==> src/sv/pec_pkg.sv <==
package pec_pkg;

  localparam int unsigned RING_CAPACITY_DEF = 15;
  localparam int unsigned TABLE_ENTRIES_DEF = 16;
  localparam int unsigned NUM_STATS = 10;

  typedef enum logic [2:0] {
    OP_PUSH   = 3'd0,
    OP_DRAIN  = 3'd1,
    OP_SEED   = 3'd2,
    OP_EXPECT = 3'd3,
    OP_STAT   = 3'd4
  } op_e;

  typedef enum logic [2:0] {
    KIND_PUSH  = 3'd0,
    KIND_EDIT  = 3'd1,
    KIND_DRAIN = 3'd2,
    KIND_ACK   = 3'd3,
    KIND_STAT  = 3'd4
  } kind_e;

  typedef enum logic [1:0] {
    EV_BEGIN = 2'd0,
    EV_END   = 2'd1,
    EV_VALUE = 2'd2,
    EV_NONE  = 2'd3
  } ev_e;

  typedef enum logic [1:0] {
    REG_QUIET    = 2'd0,
    REG_LIFETIME = 2'd1,
    REG_TOL      = 2'd2
  } reg_e;

  // Statistic counter slots.
  localparam int unsigned ST_PUSHED   = 0;
  localparam int unsigned ST_DROPPED  = 1;
  localparam int unsigned ST_EDITS    = 2;
  localparam int unsigned ST_IMPLICIT = 3;
  localparam int unsigned ST_EXPIRED  = 4;
  localparam int unsigned ST_SBEGIN   = 5;
  localparam int unsigned ST_SEND     = 6;
  localparam int unsigned ST_ECHOES   = 7;
  localparam int unsigned ST_UNSEEDED = 8;
  localparam int unsigned ST_ABSORBED = 9;

  typedef enum logic [2:0] {
    C_NOP,
    C_ALLOC,
    C_EXPIRE,
    C_BEGIN,
    C_CLOSE,
    C_ECHO,
    C_VALUE,
    C_SEED_EXP
  } cell_op_e;

  typedef struct packed {
    logic [2:0]         op;
    logic [1:0]         event_kind;
    logic [31:0]        device_id;
    logic [15:0]        param_index;
    logic signed [31:0] param_value;
    logic [47:0]        now_ms;
    logic               absorb;
    logic [3:0]         stat_index;
  } in_item_t;

  typedef struct packed {
    logic [2:0]         kind;
    logic               accepted;
    logic               table_full;
    logic [31:0]        edit_device;
    logic [15:0]        edit_param;
    logic signed [31:0] before_value;
    logic signed [31:0] after_value;
    logic               implicit_edit;
    logic [31:0]        number;
    logic               last;
  } out_item_t;

  typedef struct packed {
    logic [31:0] quiet;
    logic [31:0] lifetime;
    logic [30:0] tol;
  } cfg_t;

  typedef struct packed {
    cell_op_e           op;
    logic               expect_sel;
    logic [47:0]        key;
    logic signed [31:0] val;
    logic [47:0]        now;
  } cell_cmd_t;

  typedef struct packed {
    logic               valid;
    logic               known;
    logic               guard;
    logic               open;
    logic               impl;
    logic               hasv;
    logic [47:0]        key;
    logic signed [31:0] prior;
    logic signed [31:0] after;
    logic               expired;
    logic               echo_hit;
    logic               quiet_done;
    logic               unseeded;
  } cell_stat_t;

  function automatic logic [47:0] elapsed(input logic [47:0] now, input logic [47:0] then);
    return (now >= then) ? (now - then) : 48'd0;
  endfunction

endpackage

==> src/sv/pec_cell.sv <==
module pec_cell import pec_pkg::*; #(
  parameter int unsigned TW  = 4,
  parameter int unsigned IDX = 0
) (
  input  logic          clk_i,
  input  logic          rst_ni,
  input  logic [TW-1:0] sel_i,
  input  cell_cmd_t     cmd_i,
  input  cfg_t          cfg_i,
  input  logic          found_i,
  input  logic [TW-1:0] hit_idx_i,
  output logic          found_o,
  output logic [TW-1:0] hit_idx_o,
  output cell_stat_t    stat_o
);

  logic valid_q, known_q, guard_q, open_q, impl_q, hasv_q;
  logic [47:0]        key_q;
  logic signed [31:0] last_q, before_q, after_q, echo_q;
  logic [47:0]        armed_q, lastval_q;

  logic              me, hit;
  logic signed [32:0] diff;
  logic [32:0]       adiff;

  assign me  = (sel_i == TW'(IDX));
  assign hit = valid_q && (key_q == cmd_i.key);

  // The first matching cell claims the key; later cells pass it on.
  assign found_o   = found_i || hit;
  assign hit_idx_o = found_i ? hit_idx_i : TW'(IDX);

  assign diff  = 33'(cmd_i.val) - 33'(echo_q);
  assign adiff = diff[32] ? 33'(-diff) : 33'(diff);

  always_comb begin
    stat_o            = '0;
    stat_o.valid      = valid_q;
    stat_o.known      = known_q;
    stat_o.guard      = guard_q;
    stat_o.open       = open_q;
    stat_o.impl       = impl_q;
    stat_o.hasv       = hasv_q;
    stat_o.key        = key_q;
    stat_o.prior      = before_q;
    stat_o.after      = after_q;
    stat_o.expired    = guard_q && (elapsed(cmd_i.now, armed_q) > {16'd0, cfg_i.lifetime});
    stat_o.echo_hit   = guard_q && !open_q && (adiff <= {2'b00, cfg_i.tol});
    stat_o.quiet_done = elapsed(cmd_i.now, lastval_q) >= {16'd0, cfg_i.quiet};
    stat_o.unseeded   = !(open_q && hasv_q) && !known_q;
  end

  always_ff @(posedge clk_i or negedge rst_ni) begin
    if (!rst_ni) begin
      valid_q <= 1'b0;
      known_q <= 1'b0;
      guard_q <= 1'b0;
      open_q  <= 1'b0;
      impl_q  <= 1'b0;
      hasv_q  <= 1'b0;
    end else if (me) begin
      case (cmd_i.op)
        C_ALLOC: begin
          valid_q <= 1'b1;
          known_q <= 1'b0;
          guard_q <= 1'b0;
          open_q  <= 1'b0;
          impl_q  <= 1'b0;
          hasv_q  <= 1'b0;
        end
        C_EXPIRE: begin
          if (stat_o.expired) guard_q <= 1'b0;
        end
        C_BEGIN: begin
          open_q <= 1'b1;
          impl_q <= 1'b0;
          hasv_q <= 1'b0;
        end
        C_CLOSE: begin
          if (hasv_q) known_q <= 1'b1;
          open_q <= 1'b0;
          hasv_q <= 1'b0;
        end
        C_ECHO: begin
          known_q <= 1'b1;
          guard_q <= 1'b0;
        end
        C_VALUE: begin
          if (!open_q) begin
            open_q <= 1'b1;
            impl_q <= 1'b1;
          end
          hasv_q <= 1'b1;
        end
        C_SEED_EXP: begin
          if (cmd_i.expect_sel) guard_q <= 1'b1;
          else known_q <= 1'b1;
        end
        default: ;
      endcase
    end
  end

  always_ff @(posedge clk_i) begin
    if (me) begin
      case (cmd_i.op)
        C_ALLOC: key_q <= cmd_i.key;
        C_CLOSE: begin
          if (hasv_q) last_q <= after_q;
        end
        C_ECHO: last_q <= echo_q;
        C_VALUE: begin
          if (!(open_q && hasv_q)) before_q <= known_q ? last_q : cmd_i.val;
          after_q   <= cmd_i.val;
          lastval_q <= cmd_i.now;
        end
        C_SEED_EXP: begin
          if (cmd_i.expect_sel) begin
            echo_q  <= cmd_i.val;
            armed_q <= cmd_i.now;
          end else begin
            last_q <= cmd_i.val;
          end
        end
        default: ;
      endcase
    end
  end

endmodule

==> config.mk <==
export PLATFORM = sky130hd
export DESIGN_NAME = pec_cell
export DESIGN_NICKNAME = d
export VERILOG_FILES = /design/src/sv/pec_pkg.sv /design/src/sv/pec_cell.sv
export SDC_FILE = /design/constraint.sdc
export NUM_CORES = 1
export LEC_CHECK = 0
export BUFFER_PORTS_ARGS = -buffer_cell sky130_fd_sc_hd__buf_2
export CAP_MARGIN = 20
export CORE_UTILIZATION = 58
export CTS_CLUSTER_SIZE = 30
export DETAILED_ROUTE_END_ITERATION = 6
export MAX_ROUTING_LAYER = met4
export PLACE_DENSITY = 0.88
export SKIP_LAST_GASP = 1
export SYNTH_ARGS = -nofsm -noshare
export SYNTH_HDL_FRONTEND = slang
export SYNTH_SLANG_ARGS = --single-unit
==> constraint.sdc <==
create_clock -name clk_i -period 7.2 [get_ports clk_i]
set_input_delay 0.72 -clock clk_i [delete_from_list [all_inputs] [get_ports clk_i]]
set_output_delay 0.72 -clock clk_i [all_outputs]
set_load 0.02 [all_outputs]
# Word-level counts from Yosys, hierarchy flattened
# Index checks and enable logic that the tools add are counted.
# Widths: inputs -> output; s select.
# op_classes
reduce_logical,32
add_sub_neg,4
bitwise,1
magnitude_cmp,5
mux,18
eq_ne,13
# ops
cell,count
$ge 48x48->1,2
$mux 32,3
$mux 48,2
$pmux 32 s3,1
$sub 48x48->48,2
$eq 48x48->1,1
$ge 48x32->1,1
$gt 48x32->1,1
$le 33x31->1,1
$mux 33,1
$neg 33->33,1
$sub 32x32->33,1
$eq 3x3->1 const B,4
$reduce_and 4->1,3
$ne 2x2->1 const B,5
$reduce_and 3->1,3
$reduce_and 2->1,4
$reduce_or 2->1,4
$eq 3x2->1 const B,2
$logic_and 1x1->1,6
$pmux 1 s2,3
$reduce_bool 2->1,3
$reduce_bool 3->1,2
$mux 1,5
10 further kinds,12
# word_totals
inputBits,238
ff_bits,278

# Logic depth before layout (Yosys ltp)
# logic_depth
depth_word,6
depth_mapped,26
mapped_depth_nobuf,25

# Worst setup path before layout
# No wires, ideal clock.
# synth_timing
kind,in2reg
start,input sel_i[1]
end,"register before_q[0], enable pin"
stages,5
path_slack_ns,-3.503
setup_ns,0.470
arrival_ns,10.232
t_required_ns,6.730
path_buffers,1
path_cell_list,or4_1 > clkbuf_1 > or2_2 > nor3b_1 > a21boi_0
# synth_via
elab_chain_cells,2
# synth_lines
element,line,rtl
start: declaration,pec_cell.sv:7,"input logic [TW-1:0] sel_i,"
$logic_not 4->1,pec_cell.sv:26,assign me = (sel_i == TW'(IDX));
$reduce_and 3->1 (no source line),n/a,
end signal: assignment,pec_cell.sv:113,if (!(open_q && hasv_q)) before_q <= known_q ? last_q : cmd_i.val;
end: declaration,pec_cell.sv:19,"logic signed [31:0] last_q, before_q, after_q, echo_q;"
# Every way passes these cells.
# A chain may end at the register's enable or synchronous reset.

==> impl_results.md <==
* Status: finished, final reports clean
* R2r setup slk at 1.54 ns
* Share of layout cells above drive strength 1 at 20.2%
* Hold depth at 1
* Insertion delay to the later sink of the worst-skew pair at 0.57 ns
* Vias per cell at 6.11
* P&R area growth vs syn at 16.7%
* Synth area leaders: edfxtp_1 (37%), ha_1 (13%), inv_1 (4.6%)
* Routed Wire Length at 67.1 mm
* Element type at the critical path start: register
* Max Clock Skew at 0.00903 ns
* Io pins at 365
* Nets at 3200
* R2R Path End: guard_q
* Async set-reset flop share out of synthesis at 2.16%
* Vias in the first global route at 19863
* Reg clk slew, reported paths at 0.06 ns
* Commonest cells after routing, fill and taps aside: buf_2 (364), edfxtp_1 (272), inv_1 (267), ha_1 (221), nand2_1 (182)
* Setup violators final at 0
* Total GRT Usage at 35.1%
* Period Utilization, post-route at 96.7%
* Hpwl dp at 53.4 mm
* Fmax at 144 MHz
* Synthesized Nets at 2826
* Post-synthesis cell type count at 99
* Setup TNS at 0 ns
* Crit Path Category: register to output port
* Clock sink total at 278
* Worst Hold End: key_q[39]
* CTS root buf: clkbuf_16
* CP max stage delay at 0.59 ns
* Fin. Hold Viols at 0
* Initial antenna violation count at 8
* Power per cell area at 168 mW/mm2
* Slowest stage cell, crit path: or4_1
* DR pass1 iterations at 7
* Antenna viol nets, final at 0
* Critical Path RT at 6.48 ns
* Max cap viols at 0
* Most common cell after layout, fill and taps aside: buf_2
* Hold WC Path Type: primary input to register
* Starting Density at 59.6%
* Critical-path cell list: inv_1 > ha_1 > nand3_1 > or4_1 > a31oi_2 > o21ai_0 > a21oi_1 > nor2_1 > o21a_2 > nor2_1 > ha_1 > a21oi_1 > o21ai_0 > a221o_1 > a2111oi_4 > a31oi_2 > nor3_2 > o221ai_1 > or4_1 > or4_1 > o211a_1 > buf_2
* Chip height at 197 um
* Worst Path Max Fanout at 6
* Pwr Total at 4.30 mW
* Largest net degree at the start of global routing at 66
* CP arrival at 6.24 ns
* Leading area contributor after synthesis: edfxtp_1
* Reg2reg start: armed_q[8]
* Most frequent CP cell: or4_1
* Synthesized instance count at 2361
* GRT overflow at 0
* Die width at 197 um
* Buffers on Ports at 364
* RSZ-0062 raised after global routing: yes
* CTS max path bufs at 3
* Cts bufs inserted at 30
* DRT iter0 DRCs at 1528
* Maximum VDD drop at 0.000149 V
* Synth Flop Type: edfxtp_1
* Via count at 19993
* Seq cells post-synth at 278
* Slew Limit Fails at 0
* Yosys warning total at 0
* Yosys top cell area share at 37.1%
* Slew @ Worst Pin at 1.04 ns
* Family with the most delay on the worst path: compound AO/OA/AOI/OAI gates
* Drt wl/cell at 20.5 um
* Global-route wire length before repair at 105 mm
* Residual DRC at 0
* Core Area at 0.0370 mm2
* Avg Cell Area, Syn at 9.33 um2
* R2R cell count at 21
* Post-synth EDFFs at 272
* Max H-tree Level at 1
* Placer Congestion at 1.05
* Hold path startpoint: cmd_i[119]
* Total die area at 0.0387 mm2
* LEAKAGE at 11.4 nW
* Sequential share of the synthesized area at 37.8%
* Site row count at 70
* Crit path time final at 6.96 ns
* Slew headroom at 30.8%
* # fillers at 2888
* Synthesized area at 0.0220 mm2
* CTS tree: done
* Crit end category: output port
* CP Buf/Inv Count at 2
[cells by family after synthesis]
kind of cell,after synthesis,synth area share (%)
DFF,278,37.8
muxes,75,3.59
buffers and inverters,339,6.08
adders and majority gates,227,13.0
and+or+nand+nor,662,15.0
AOI/OAI and AO/OA,625,18.2
xor gates and xnor gates,155,6.29
[worst max-delay path by stage]
| stage | end | slack, ns | startpoint | cells after the start |
|---|---|---|---|---|
| floorplan | valid_q | 0.03 | sel_i[1] | 4 |
| global placement | stat_o[3] | 0.20 | cmd_i[0] | 26 |
| detailed placement | stat_o[3] | 0.11 | cmd_i[0] | 26 |
| CTS | stat_o[3] | 0.07 | armed_q[8] | 22 |
| global route | stat_o[3] | -0.14 | armed_q[7] | 22 |
| finish | stat_o[3] | 0.24 | armed_q[8] | 22 |
[worst register-to-register path, stage by stage, from the launching register on]
cell and delay (ns):
edfxtp_1 0.33, inv_1 0.04, ha_1 0.37, nand3_1 0.16
or4_1 0.59, a31oi_2 0.22, o21ai_0 0.09, a21oi_1 0.17
nor2_1 0.09, o21a_2 0.26, nor2_1 0.15, ha_1 0.28
a21oi_1 0.16, o21ai_0 0.12, a221o_1 0.43, a2111oi_4 0.35
a31oi_2 0.21, nor3_2 0.21, o221ai_1 0.12, or4_1 0.40
or4_1 0.54, o21ai_1 0.26
[what timing repair did]
action | CTS | global route
endpoints found under the setup margin | 0 | 3
hold buffers | 1 | 0
setup buffers | 0 | 3
hold endpoints to repair | 6 | 0
resized for setup | 0 | 26
[state kept, by name, indices dropped and copies added, names as in the netlist, 32 cells and up]
name	cells
lastval_q	48
after_q	32
armed_q	48
key_q	48
echo_q	32
before_q	32
last_q	32
[Yosys cell counts (28+ instances only)]
cell	number
clkbuf_1	55
nor3_1	43
xnor2_1	92
inv_1	267
nand2_1	183
nand3_1	51
xor2_1	61
a21oi_1	168
edfxtp_1	272
o21ai_0	147
nor2_1	166
mux2_2	32
ha_1	224
nand4_1	47
o21a_1	31
a31oi_1	28
mux2i_1	43
a21o_1	67
[layout make-up]
class	count	area [um2]	share of cell area (%)
Multi-Input combinational cell	1745	12500	48.8
Sequential cell	278	8320	32.4
Timing Repair Buffer	413	2240	8.72
Inverter	267	1000	3.90
Clock buffer	38	791	3.08
Tap cell	504	631	2.45
Clock inverter	18	153	0.594
Antenna cell	8	20.0	0.0779
[layer usage]
metal	wire length, um	track usage, %	share of wire [%]	up-vias
met5	0	-	0	-
met4	3800	18.9	5.7	0
met3	4470	4.64	6.7	209
met2	32900	59.8	49	927
met1	26000	40.1	39	9480
li1	-	-	-	9377
[stage by stage]
stage          setup slack (ns)  hold WS [ns]  util, %  cell area (um2)  instances
2_1_floorplan            0.0326         0.424        -            22000       2361
3_5_place_dp              0.108         0.513     66.4            24500       3201
5_1_grt                  -0.139         0.327     69.5            25700       3271
3_3_place_gp              0.204         0.502     66.3            24500       3200
4_1_cts                  0.0707         0.326     69.0            25500       3258
6_report                  0.236         0.347     69.5            25700       3271
[power by group]
group          internal (mW)  switching (mW)
combinational          0.411           0.595
clock                  0.823           0.668
sequential              1.79          0.0123
total                   3.03            1.28
(Power assumes the default switching activity.)
